==> src/rtl/core/ttc_pkg.sv <==
// Shared types and constants for the trade tape classifier.
// Used by trade_tape_classifier_top; has no dependencies of its own.
`timescale 1ns / 1ps

package ttc_pkg;

  localparam int PRICE_W   = 32;
  localparam int SIZE_W    = 24;
  localparam int COUNT_W   = 32;
  localparam int DELTA_W   = 48;
  localparam int RUN_W     = 16;
  localparam int MEAN_W    = 40;
  localparam int VOL_W     = 40;
  localparam int TRADES_W  = 16;
  localparam int MULT_W    = 8;
  localparam int CFG_IDX_W = 4;
  localparam int CFG_DAT_W = 24;
  localparam int IN_DATA_W  = 120;
  localparam int OUT_DATA_W = 160;

  // Average update weights in Q16: keep 64881/65536, add 655/65536.
  localparam logic [15:0] KEEP_Q16  = 16'd64881;
  localparam logic [9:0]  ALPHA_Q16 = 10'd655;
  localparam logic [TRADES_W-1:0] ABSORB_TRADES = 16'd5;

  localparam logic [SIZE_W-1:0] INST_SIZE_RESET  = 24'd10000;
  localparam logic [MULT_W-1:0] LARGE_MULT_RESET = 8'd48;

  typedef enum logic [CFG_IDX_W-1:0] {
    CFG_INST_SIZE  = 4'd0,
    CFG_LARGE_MULT = 4'd1
  } cfg_idx_t;

  typedef enum logic [1:0] {
    SC_SMALL  = 2'd0,
    SC_MEDIUM = 2'd1,
    SC_LARGE  = 2'd2,
    SC_INST   = 2'd3
  } size_bucket_t;

  // Result of one trade after the state update, before the absorption test.
  typedef struct packed {
    logic [COUNT_W-1:0]        trade_number;
    logic                      aggressor;
    size_bucket_t              size_bucket;
    logic signed [DELTA_W-1:0] net_delta;
    logic [RUN_W-1:0]          up_run;
    logic [RUN_W-1:0]          down_run;
    logic [MEAN_W-1:0]         average_size;
    logic [VOL_W-1:0]          bid_vol;
    logic [TRADES_W-1:0]       bid_trades;
    logic [VOL_W-1:0]          ask_vol;
    logic [TRADES_W-1:0]       ask_trades;
  } mid_t;

endpackage

==> src/rtl/core/trade_tape_classifier_top.sv <==
// Trade tape classifier: aggressor side, size class and running tape statistics.
// Depends on ttc_pkg for types and constants.
`timescale 1ns / 1ps

// Accepts one tick per cycle while in_tready is high and returns one result item
// per trade (ticks with a zero size are quote-only and give no item). Three
// register stages stand between the ports: the input register, a stage where the
// classification and the whole state update happen together, and an output stage
// that runs the absorption test against the updated average. Throughput is one
// item per cycle while out_tready does not stall the output, set by the state
// loop around the average multiplier, which closes within the middle stage.
// Configuration writes are taken at any time with cfg_ready always high, and
// should only be issued while the block holds no item.
module trade_tape_classifier_top
  import ttc_pkg::*;
(
  input  logic                  clk,
  input  logic                  rst_n,
  input  logic                  in_tvalid,
  output logic                  in_tready,
  // trade_price[31:0], trade_size[55:32], bid_price[87:56], ask_price[119:88]
  input  logic [IN_DATA_W-1:0]  in_tdata,
  output logic                  out_tvalid,
  input  logic                  out_tready,
  // trade_number[31:0], aggressor[32], size_bucket[34:33], large_trade[35],
  // net_delta[83:36], up_run[99:84], down_run[115:100], bid_absorbing[116],
  // ask_absorbing[117], average_size[157:118], zero[159:158]
  output logic [OUT_DATA_W-1:0] out_tdata,
  input  logic                  cfg_valid,
  output logic                  cfg_ready,
  input  logic [CFG_IDX_W-1:0]  cfg_index,
  input  logic [CFG_DAT_W-1:0]  cfg_data
);

  localparam logic signed [DELTA_W:0] DELTA_MAX = {2'b00, {(DELTA_W-1){1'b1}}};
  localparam logic signed [DELTA_W:0] DELTA_MIN = {2'b11, {(DELTA_W-1){1'b0}}};

  // Configuration registers.
  logic [SIZE_W-1:0] inst_size_r;
  logic [MULT_W-1:0] large_mult_r;

  // Input stage.
  logic              s1_valid_r;
  logic [PRICE_W-1:0] s1_price_r, s1_bid_r, s1_ask_r;
  logic [SIZE_W-1:0]  s1_size_r;

  // Tape state.
  logic [PRICE_W-1:0]        prev_price_r, prev_price_nxt;
  logic [COUNT_W-1:0]        count_r, count_nxt;
  logic [MEAN_W-1:0]         mean_r, mean_nxt;
  logic signed [DELTA_W-1:0] delta_r, delta_nxt;
  logic [RUN_W-1:0]          up_r, up_nxt, down_r, down_nxt;
  logic [PRICE_W-1:0]        bid_px_r, bid_px_nxt, ask_px_r, ask_px_nxt;
  logic [VOL_W-1:0]          bid_vol_r, bid_vol_nxt, ask_vol_r, ask_vol_nxt;
  logic [TRADES_W-1:0]       bid_n_r, bid_n_nxt, ask_n_r, ask_n_nxt;

  // Middle and output stages.
  logic  s2_valid_r;
  mid_t  s2_r, s2_nxt;
  logic  out_valid_r;
  logic [OUT_DATA_W-1:0] out_data_r, out_data_nxt;

  logic s3_ready, s2_ready, s1_trade, s1_consume, s2_load;

  assign s3_ready   = !out_valid_r || out_tready;
  assign s2_ready   = !s2_valid_r || s3_ready;
  assign s1_trade   = s1_valid_r && (s1_size_r != '0);
  assign s2_load    = s1_trade && s2_ready;
  // A quote-only tick leaves the input stage without touching anything.
  assign s1_consume = s1_valid_r && ((s1_size_r == '0) || s2_ready);
  assign in_tready  = !s1_valid_r || s1_consume;
  assign cfg_ready  = 1'b1;

  // ---------------------------------------------------------------- classify
  logic                 buyer;
  logic [PRICE_W:0]     quote_sum;
  size_bucket_t         cls;
  logic [MEAN_W+MULT_W-1:0] mean_x_mult;
  logic [MEAN_W+1:0]    mean_x3;
  logic [MEAN_W+15:0]   mean_x_keep;
  logic [SIZE_W+9:0]    size_x_alpha;
  logic [MEAN_W+MULT_W-1:0] size_sh20;
  logic [MEAN_W+1:0]    size_sh17;
  logic signed [DELTA_W:0] delta_ext, size_ext, delta_sum;
  logic [VOL_W:0]       bid_vol_sum, ask_vol_sum;
  logic                 has_prev;

  always_comb begin
    has_prev  = (prev_price_r != '0);
    quote_sum = {1'b0, s1_bid_r} + {1'b0, s1_ask_r};
    priority if (s1_price_r >= s1_ask_r) begin
      buyer = 1'b1;
    end else if (s1_price_r <= s1_bid_r) begin
      buyer = 1'b0;
    end else if (has_prev && (s1_price_r != prev_price_r)) begin
      buyer = (s1_price_r > prev_price_r);
    end else begin
      buyer = ({s1_price_r, 1'b0} >= quote_sum);
    end

    mean_x_mult = mean_r * large_mult_r;
    mean_x3     = {2'b00, mean_r} + {1'b0, mean_r, 1'b0};
    size_sh20   = {{(MEAN_W+MULT_W-SIZE_W-20){1'b0}}, s1_size_r, 20'd0};
    size_sh17   = {{(MEAN_W+2-SIZE_W-17){1'b0}}, s1_size_r, 17'd0};
    priority if (s1_size_r >= inst_size_r) begin
      cls = SC_INST;
    end else if (size_sh20 >= mean_x_mult) begin
      cls = SC_LARGE;
    end else if (size_sh17 >= mean_x3) begin
      cls = SC_MEDIUM;
    end else begin
      cls = SC_SMALL;
    end

    count_nxt = count_r + 1'b1;

    delta_ext = {delta_r[DELTA_W-1], delta_r};
    size_ext  = {{(DELTA_W+1-SIZE_W){1'b0}}, s1_size_r};
    delta_sum = buyer ? (delta_ext + size_ext) : (delta_ext - size_ext);
    if (delta_sum > DELTA_MAX) begin
      delta_nxt = DELTA_MAX[DELTA_W-1:0];
    end else if (delta_sum < DELTA_MIN) begin
      delta_nxt = DELTA_MIN[DELTA_W-1:0];
    end else begin
      delta_nxt = delta_sum[DELTA_W-1:0];
    end

    up_nxt   = up_r;
    down_nxt = down_r;
    if (has_prev && (s1_price_r > prev_price_r)) begin
      if (up_r != '1) up_nxt = up_r + 1'b1;
      down_nxt = '0;
    end else if (has_prev && (s1_price_r < prev_price_r)) begin
      if (down_r != '1) down_nxt = down_r + 1'b1;
      up_nxt = '0;
    end

    // The added term is a whole multiple of 2^16, so only the kept part is
    // truncated by the shift.
    mean_x_keep  = mean_r * KEEP_Q16;
    size_x_alpha = s1_size_r * ALPHA_Q16;
    mean_nxt     = mean_x_keep[MEAN_W+15:16] + {{(MEAN_W-SIZE_W-10){1'b0}}, size_x_alpha};

    bid_px_nxt  = bid_px_r;
    bid_vol_nxt = bid_vol_r;
    bid_n_nxt   = bid_n_r;
    ask_px_nxt  = ask_px_r;
    ask_vol_nxt = ask_vol_r;
    ask_n_nxt   = ask_n_r;
    bid_vol_sum = {1'b0, bid_vol_r} + {{(VOL_W+1-SIZE_W){1'b0}}, s1_size_r};
    ask_vol_sum = {1'b0, ask_vol_r} + {{(VOL_W+1-SIZE_W){1'b0}}, s1_size_r};
    if (buyer) begin
      if (ask_px_r == s1_price_r) begin
        ask_vol_nxt = ask_vol_sum[VOL_W] ? '1 : ask_vol_sum[VOL_W-1:0];
        if (ask_n_r != '1) ask_n_nxt = ask_n_r + 1'b1;
      end else begin
        ask_px_nxt  = s1_price_r;
        ask_vol_nxt = {{(VOL_W-SIZE_W){1'b0}}, s1_size_r};
        ask_n_nxt   = TRADES_W'(1);
      end
    end else begin
      if (bid_px_r == s1_price_r) begin
        bid_vol_nxt = bid_vol_sum[VOL_W] ? '1 : bid_vol_sum[VOL_W-1:0];
        if (bid_n_r != '1) bid_n_nxt = bid_n_r + 1'b1;
      end else begin
        bid_px_nxt  = s1_price_r;
        bid_vol_nxt = {{(VOL_W-SIZE_W){1'b0}}, s1_size_r};
        bid_n_nxt   = TRADES_W'(1);
      end
    end

    prev_price_nxt = s1_price_r;

    s2_nxt.trade_number = count_nxt;
    s2_nxt.aggressor    = buyer;
    s2_nxt.size_bucket  = cls;
    s2_nxt.net_delta    = delta_nxt;
    s2_nxt.up_run       = up_nxt;
    s2_nxt.down_run     = down_nxt;
    s2_nxt.average_size = mean_nxt;
    s2_nxt.bid_vol      = bid_vol_nxt;
    s2_nxt.bid_trades   = bid_n_nxt;
    s2_nxt.ask_vol      = ask_vol_nxt;
    s2_nxt.ask_trades   = ask_n_nxt;
  end

  // --------------------------------------------------------------- absorption
  logic [MEAN_W+3:0]  mean_x10;
  logic [VOL_W+15:0]  bid_vol_sh, ask_vol_sh;
  logic               bid_abs, ask_abs;

  always_comb begin
    mean_x10   = {1'b0, s2_r.average_size, 3'b000} + {3'b000, s2_r.average_size, 1'b0};
    bid_vol_sh = {s2_r.bid_vol, 16'd0};
    ask_vol_sh = {s2_r.ask_vol, 16'd0};
    bid_abs = (bid_vol_sh > {{(VOL_W-MEAN_W+12){1'b0}}, mean_x10}) &&
              (s2_r.bid_trades > ABSORB_TRADES);
    ask_abs = (ask_vol_sh > {{(VOL_W-MEAN_W+12){1'b0}}, mean_x10}) &&
              (s2_r.ask_trades > ABSORB_TRADES);
    out_data_nxt = {2'b00, s2_r.average_size, ask_abs, bid_abs, s2_r.down_run,
                    s2_r.up_run, s2_r.net_delta, s2_r.size_bucket[1],
                    s2_r.size_bucket, s2_r.aggressor, s2_r.trade_number};
  end

  // ---------------------------------------------------------------- registers
  always_ff @(posedge clk) begin
    if (!rst_n) begin
      inst_size_r  <= INST_SIZE_RESET;
      large_mult_r <= LARGE_MULT_RESET;
    end else if (cfg_valid && cfg_ready) begin
      if (cfg_index == CFG_INST_SIZE)  inst_size_r  <= cfg_data;
      if (cfg_index == CFG_LARGE_MULT) large_mult_r <= cfg_data[MULT_W-1:0];
    end
  end

  always_ff @(posedge clk) begin
    if (!rst_n) begin
      s1_valid_r  <= 1'b0;
      s2_valid_r  <= 1'b0;
      out_valid_r <= 1'b0;
    end else begin
      if (in_tready) s1_valid_r <= in_tvalid;
      if (s2_ready)  s2_valid_r <= s1_trade;
      if (s3_ready)  out_valid_r <= s2_valid_r;
    end
  end

  always_ff @(posedge clk) begin
    if (in_tready && in_tvalid) begin
      s1_price_r <= in_tdata[31:0];
      s1_size_r  <= in_tdata[55:32];
      s1_bid_r   <= in_tdata[87:56];
      s1_ask_r   <= in_tdata[119:88];
    end
    if (s2_load) s2_r <= s2_nxt;
    if (s3_ready && s2_valid_r) out_data_r <= out_data_nxt;
  end

  always_ff @(posedge clk) begin
    if (!rst_n) begin
      prev_price_r <= '0;
      count_r      <= '0;
      mean_r       <= '0;
      delta_r      <= '0;
      up_r         <= '0;
      down_r       <= '0;
      bid_px_r     <= '0;
      bid_vol_r    <= '0;
      bid_n_r      <= '0;
      ask_px_r     <= '0;
      ask_vol_r    <= '0;
      ask_n_r      <= '0;
    end else if (s2_load) begin
      prev_price_r <= prev_price_nxt;
      count_r      <= count_nxt;
      mean_r       <= mean_nxt;
      delta_r      <= delta_nxt;
      up_r         <= up_nxt;
      down_r       <= down_nxt;
      bid_px_r     <= bid_px_nxt;
      bid_vol_r    <= bid_vol_nxt;
      bid_n_r      <= bid_n_nxt;
      ask_px_r     <= ask_px_nxt;
      ask_vol_r    <= ask_vol_nxt;
      ask_n_r      <= ask_n_nxt;
    end
  end

  assign out_tvalid = out_valid_r;
  assign out_tdata  = out_data_r;

  // --------------------------------------------------------------- assertions
  a_runs_exclusive: assert property (@(posedge clk) disable iff (!rst_n)
    (up_r == '0) || (down_r == '0))
    else $error("up and down run counts are both nonzero");

  a_bid_track_consistent: assert property (@(posedge clk) disable iff (!rst_n)
    (bid_n_r == '0) == (bid_vol_r == '0))
    else $error("bid tracker count and volume disagree");

  a_ask_track_consistent: assert property (@(posedge clk) disable iff (!rst_n)
    (ask_n_r == '0) == (ask_vol_r == '0))
    else $error("ask tracker count and volume disagree");

  a_quote_dropped: assert property (@(posedge clk) disable iff (!rst_n)
    (s1_valid_r && (s1_size_r == '0)) |=> $stable(count_r))
    else $error("quote-only tick changed the trade count");

endmodule

==> config.mk <==
export PLATFORM = sky130hd
export DESIGN_NAME = trade_tape_classifier_top
export DESIGN_NICKNAME = d
export VERILOG_FILES = /design/src/rtl/core/ttc_pkg.sv /design/src/rtl/core/trade_tape_classifier_top.sv
export SDC_FILE = /design/constraint.sdc
export NUM_CORES = 2
export LEC_CHECK = 0
export BUFFER_PORTS_ARGS = -buffer_cell sky130_fd_sc_hd__buf_2
export CAP_MARGIN = 10
export CORE_MARGIN = 8
export CORE_UTILIZATION = 60
export CTS_CLUSTER_SIZE = 16
export DETAILED_ROUTE_END_ITERATION = 6
export PLACE_DENSITY = 0.85
export SLEW_MARGIN = 20
export SYNTH_ARGS = -nofsm -noshare
export SYNTH_HDL_FRONTEND = slang
export SYNTH_SLANG_ARGS = --single-unit
==> constraint.sdc <==
create_clock -name clk -period 31.1 [get_ports clk]
set_input_delay 1.555 -clock clk [delete_from_list [all_inputs] [get_ports clk]]
set_output_delay 1.555 -clock clk [all_outputs]
set_load 0.02 [all_outputs]
== Word level (Yosys, flattened, before mapping) ==
Index checks and enable logic that the tools add are counted.

* Register bits: 940
* Output and inout port bits: 163
* Word-level logic and storage cells: 127

* Mux-type cells: 26
* Multipliers: 3
* Magnitude comparators: 14
* $add $sub $neg: 13
* Bitwise operators: 3
* Reductions and logical operators: 26
* Equality and inequality tests: 8

{| class="wikitable"
|+ Operators with widths
! operator !! count
|-
| $mux 40 || 6
|-
| $mux 16 || 12
|-
| $gt 56x44->1 || 2
|-
| $mux 48 || 2
|-
| $add 40x24->41 || 2
|-
| $add 16x1->16 const B || 4
|-
| $eq 32x32->1 || 2
|-
| $ne 16x16->1 const B || 4
|-
| $mul 40x16->56 const B || 1
|-
| $add 48x25->49 || 1
|-
| $gt 49x48->1 const B || 1
|-
| $lt 49x48->1 const B || 1
|-
| $mux 49 || 1
|-
| $sub 48x25->49 || 1
|-
| $ge 44x48->1 || 1
|-
| $mul 40x8->48 || 1
|-
| $add 43x41->44 || 1
|-
| $add 40x41->42 || 1
|-
| $ge 41x42->1 || 1
|-
| $add 40x34->40 || 1
|-
| $mul 24x10->34 const B || 1
|-
| $add 32x32->33 || 1
|-
| $ge 33x33->1 || 1
|-
| $add 32x1->32 const B || 1
|-
| other kinds (20) || 43
|}

== Depth between registers and ports, before layout ==
* Depth in word-level cells: 9
* Gate-level depth with buffers: 45
* Mapped depth without buffers: 43

== Least setup slack after synthesis ==
Ideal clock, no wire load.

* Path kind: reg2reg
* Start: register s1_size_r[1]
* End: register mean_r[39]
* Stages on the path, launching flop included: 14
* Path buffers: 3
* Setup time: 500 ps
* Data arrival time: 10709 ps
* Setup slack: 19891 ps
* Cells stage by stage: edfxtp_1 -> inv_1 -> ha_1 -> and4_1 -> and3_1 -> and3_1 -> and4_1 -> nand2_1 -> nand3_1 -> inv_1 -> clkbuf_1 -> clkbuf_1 -> clkbuf_1 -> o221ai_1

* Cells in the longest elaborated chain, start to end: 3

{| class="wikitable"
|+ Ends and longest elaborated chain
! item !! line !! text
|-
| from (decl) || trade_tape_classifier_top.sv:45 || <nowiki>logic [SIZE_W-1:0] s1_size_r;</nowiki>
|-
| from (signal assigned) || trade_tape_classifier_top.sv:231 || <nowiki>s1_size_r <= in_tdata[55:32];</nowiki>
|-
| $reduce_bool 24->1 || trade_tape_classifier_top.sv:67 || <nowiki>assign s1_trade = s1_valid_r && (s1_size_r != '0);</nowiki>
|-
| $logic_and 1x1->1 || trade_tape_classifier_top.sv:67 ||
|-
| $logic_and 1x1->1 || trade_tape_classifier_top.sv:68 || <nowiki>assign s2_load = s1_trade && s2_ready;</nowiki>
|-
| via s2_load || trade_tape_classifier_top.sv:63 || <nowiki>logic s3_ready, s2_ready, s1_trade, s1_consume, s2_load;</nowiki>
|-
| to (signal assigned) || trade_tape_classifier_top.sv:256 || <nowiki>mean_r <= mean_nxt;</nowiki>
|-
| to (decl) || trade_tape_classifier_top.sv:50 || <nowiki>logic [MEAN_W-1:0] mean_r, mean_nxt;</nowiki>
|}

The timed path passes the listed nets, and every way through them passes these cells.
A chain may end at the register's enable or synchronous reset.

== Worst setup path after layout ==
* Start: register mean_r[7]
* End: register s2_r (netlist bit out_data_nxt[157]) (data pin)

* Cells in the longest elaborated chain, start to end: 2

{| class="wikitable"
|+ Ends and longest elaborated chain
! item !! line !! text
|-
| $mul 40x16->56 || trade_tape_classifier_top.sv:140 || <nowiki>mean_x_keep = mean_r * KEEP_Q16;</nowiki>
|-
| $add 40x34->40 || trade_tape_classifier_top.sv:142 || <nowiki>mean_nxt = mean_x_keep[MEAN_W+15:16] + {{(MEAN_W-SIZE_W-10){1'b0}}, size_x_alpha};</nowiki>
|-
| via mean_nxt[39] || trade_tape_classifier_top.sv:50 ||
|-
| to (signal assigned) || trade_tape_classifier_top.sv:235 || <nowiki>if (s2_load) s2_r <= s2_nxt;</nowiki>
|-
| to (decl) || trade_tape_classifier_top.sv:59 || <nowiki>mid_t s2_r, s2_nxt;</nowiki>
|}

The timed path passes the listed nets, and every way through them passes these cells.

==> qor.csv <==
metric;value;unit
crit_required;31.56;ns
drt-vias-per-instance;6.06;
cts_tree;built;
async_flop_share;0;
grt_use_total;0.287;
max_stage_delay;0.66;ns
worstHoldPathType;reg -> reg;
area_growth;8.82;%
ys_seq_area_frac;0.308;
num_vias;62215;
yosysWarnings;0;
syn-instance-count;8225;
ant_nets;0;
cts_resized;0;
finalCritPeriodShare;0.376;
syn_avg_cell_area;9.54;µm²
synth_top_cell_area_share;0.207;
relSlewSlack;0.323;
fin_skew;0.0662;ns
num-nets-final;10094;
post_cts_buffers;0;
antenna_found_initial;8;
die_x;378;µm
core;0.130;mm²
end_kind;register;
num_rows;132;
rsz0062_at_grt;no;
worst_pin_slew;1.02;ns
grt_pass1_vias;61779;
finalSetupTns;0;ns
drt_wl_total;209000;µm
fin_cells;10264;
clock_path_buffers;3;
avgRoutedWirePerCell;20.4;µm
crit_path_top_delay_cell;dfxtp_1;
path_buf_inv;5;
drt_iter0_drc;6260;
cp_common_cell;fa_1;
synthFlopType;edfxtp_1;
die-area;0.143;mm²
gp_congestion;0.950;
worstPathArrival;12.16;ns
synth_commonest_cells;946 x inv_1, 942 x nand2_1, 906 x ha_1;
hold_buffers;0;
maxCapViolations;0;
h-tree-depth;3;
cts_sinks;937;
dp.cells;10072;
die_h;378;µm
cts-buffers-inserted;101;
crit_path_max_fanout;14;
hold_viol;0;
synth.top_cells.by_area;edfxtp_1 21%, fa_1 15%, ha_1 14%, dfxtp_1 10%, inv_1 4.5%;
drc;0;
grt_pass1_wl;332000;µm
crit_type;reg -> reg;
dr.pass1.iters;6;
synth_edf_count;542;
final_layout_size_suffix_gt1_frac;0.0769;
clock.fmax;85.5;MHz
clk_pin_slew;0.06;ns
clock_latency;0.75;ns
overflow;0;
synth-seq-cells;937;
yosys.area.top_type;edfxtp_1;
drv_slew;0;
ys_types;102;
yosysMostFrequentCell;inv_1;
outcome;finished, final reports clean;
start_util;0.606;
nFillCells;9949;
setup_viol;0;
cp_top_family;adder cells;
cts-root-buf;clkbuf_16;
grt_max_degree;161;
dp_hpwl;156000;µm
port_buffers;312;
ios;316;
netlist_area;0.0785;mm²
fin_crit;11.70;ns
worstSetupStartpointType;register;
==> cell type report <==
cell class / instances / area (µm²) / area share
Antenna cell: 2 / 5.00 / 0.0000586
Clock buffer: 119 / 2700 / 0.0316
Clock inverter: 71 / 893 / 0.0105
Inverter: 947 / 3570 / 0.0418
Multi-Input combinational cell: 6051 / 49700 / 0.582
Sequential cell: 937 / 24200 / 0.283
Tap cell: 1742 / 2180 / 0.0255
Timing Repair Buffer: 395 / 2210 / 0.0259
==> cell families after synthesis <==
kind of cell               synth area share
and+or+nand+nor                       0.132
AOI/OAI and AO/OA                     0.148
adders and majority gates             0.299
buffers and inverters                0.0604
DFF                                   0.308
xor gates and xnor gates             0.0489
muxes                               0.00333
other                             0.0000957
==> cell usage in the layout, fill, tap and decap left out, types with 51 or more instances in the layout <==
cell	count
inv_1	944
and3_1	68
nand2_1	940
a21oi_1	659
o21ai_0	374
nor2_1	360
fa_1	602
nor2b_1	59
o21a_1	62
nor4_1	59
buf_4	82
a21o_1	255
a31oi_1	65
edfxtp_1	542
buf_2	311
nand3_1	144
nor3_1	98
xnor2_1	214
xor2_1	221
nand4_1	99
nand2b_1	61
and2_1	175
clkbuf_16	102
o21bai_1	51
dfxtp_1	392
ha_1	906
==> layer usage <==
metal	global-route usage	routed length, µm	vias to the layer above
met5	0	11	-
li1	-	-	28806
met1	0.397	87200	30208
met4	0.100	7840	2
met3	0.0576	20400	479
met2	0.452	93400	2720
==> state kept, by name, summed over array words and instances, names as in the netlist, 40 cells and up <==
| name | count |
|---|---|
| bid_vol_sh | 40 |
| ask_vol_sh | 40 |
| mean_r | 40 |
| delta_r | 48 |
| out_data_nxt | 155 |
| ask_vol_r | 40 |
| out_tdata | 157 |
| bid_vol_r | 40 |
==> path summary, 6_finish.rpt <==
kind / slack, ns / startpoint / cells after the start / to
max: 19.40 / mean_r[7]$_SDFFE_PN0P_ / 37 / out_data_nxt[157]$_DFFE_PP_
min: 0.40 / out_data_nxt[71]$_DFFE_PP_ / 0 / out_tdata[71]$_DFFE_PP_
max reg2reg: 19.40 / mean_r[7]$_SDFFE_PN0P_ / 37 / out_data_nxt[157]$_DFFE_PP_
min reg2reg: 0.40 / out_data_nxt[71]$_DFFE_PP_ / 0 / out_tdata[71]$_DFFE_PP_
==> per-stage QoR <==
step	worst slack (ns)	util	hold slack (ns)	instance area (µm²)
after detailed placement	19.60	0.631	0.405	81800
final	19.40	0.659	0.397	85400
after global routing	18.99	0.659	0.389	85400
after floorplan	19.89	-	0.400	78500
after global placement	19.87	0.631	0.401	81800
after CTS	19.61	0.659	0.392	85400
Power is not shown: default switching activity piles up to over one toggle a cycle in this logic, so the estimate is an artifact.
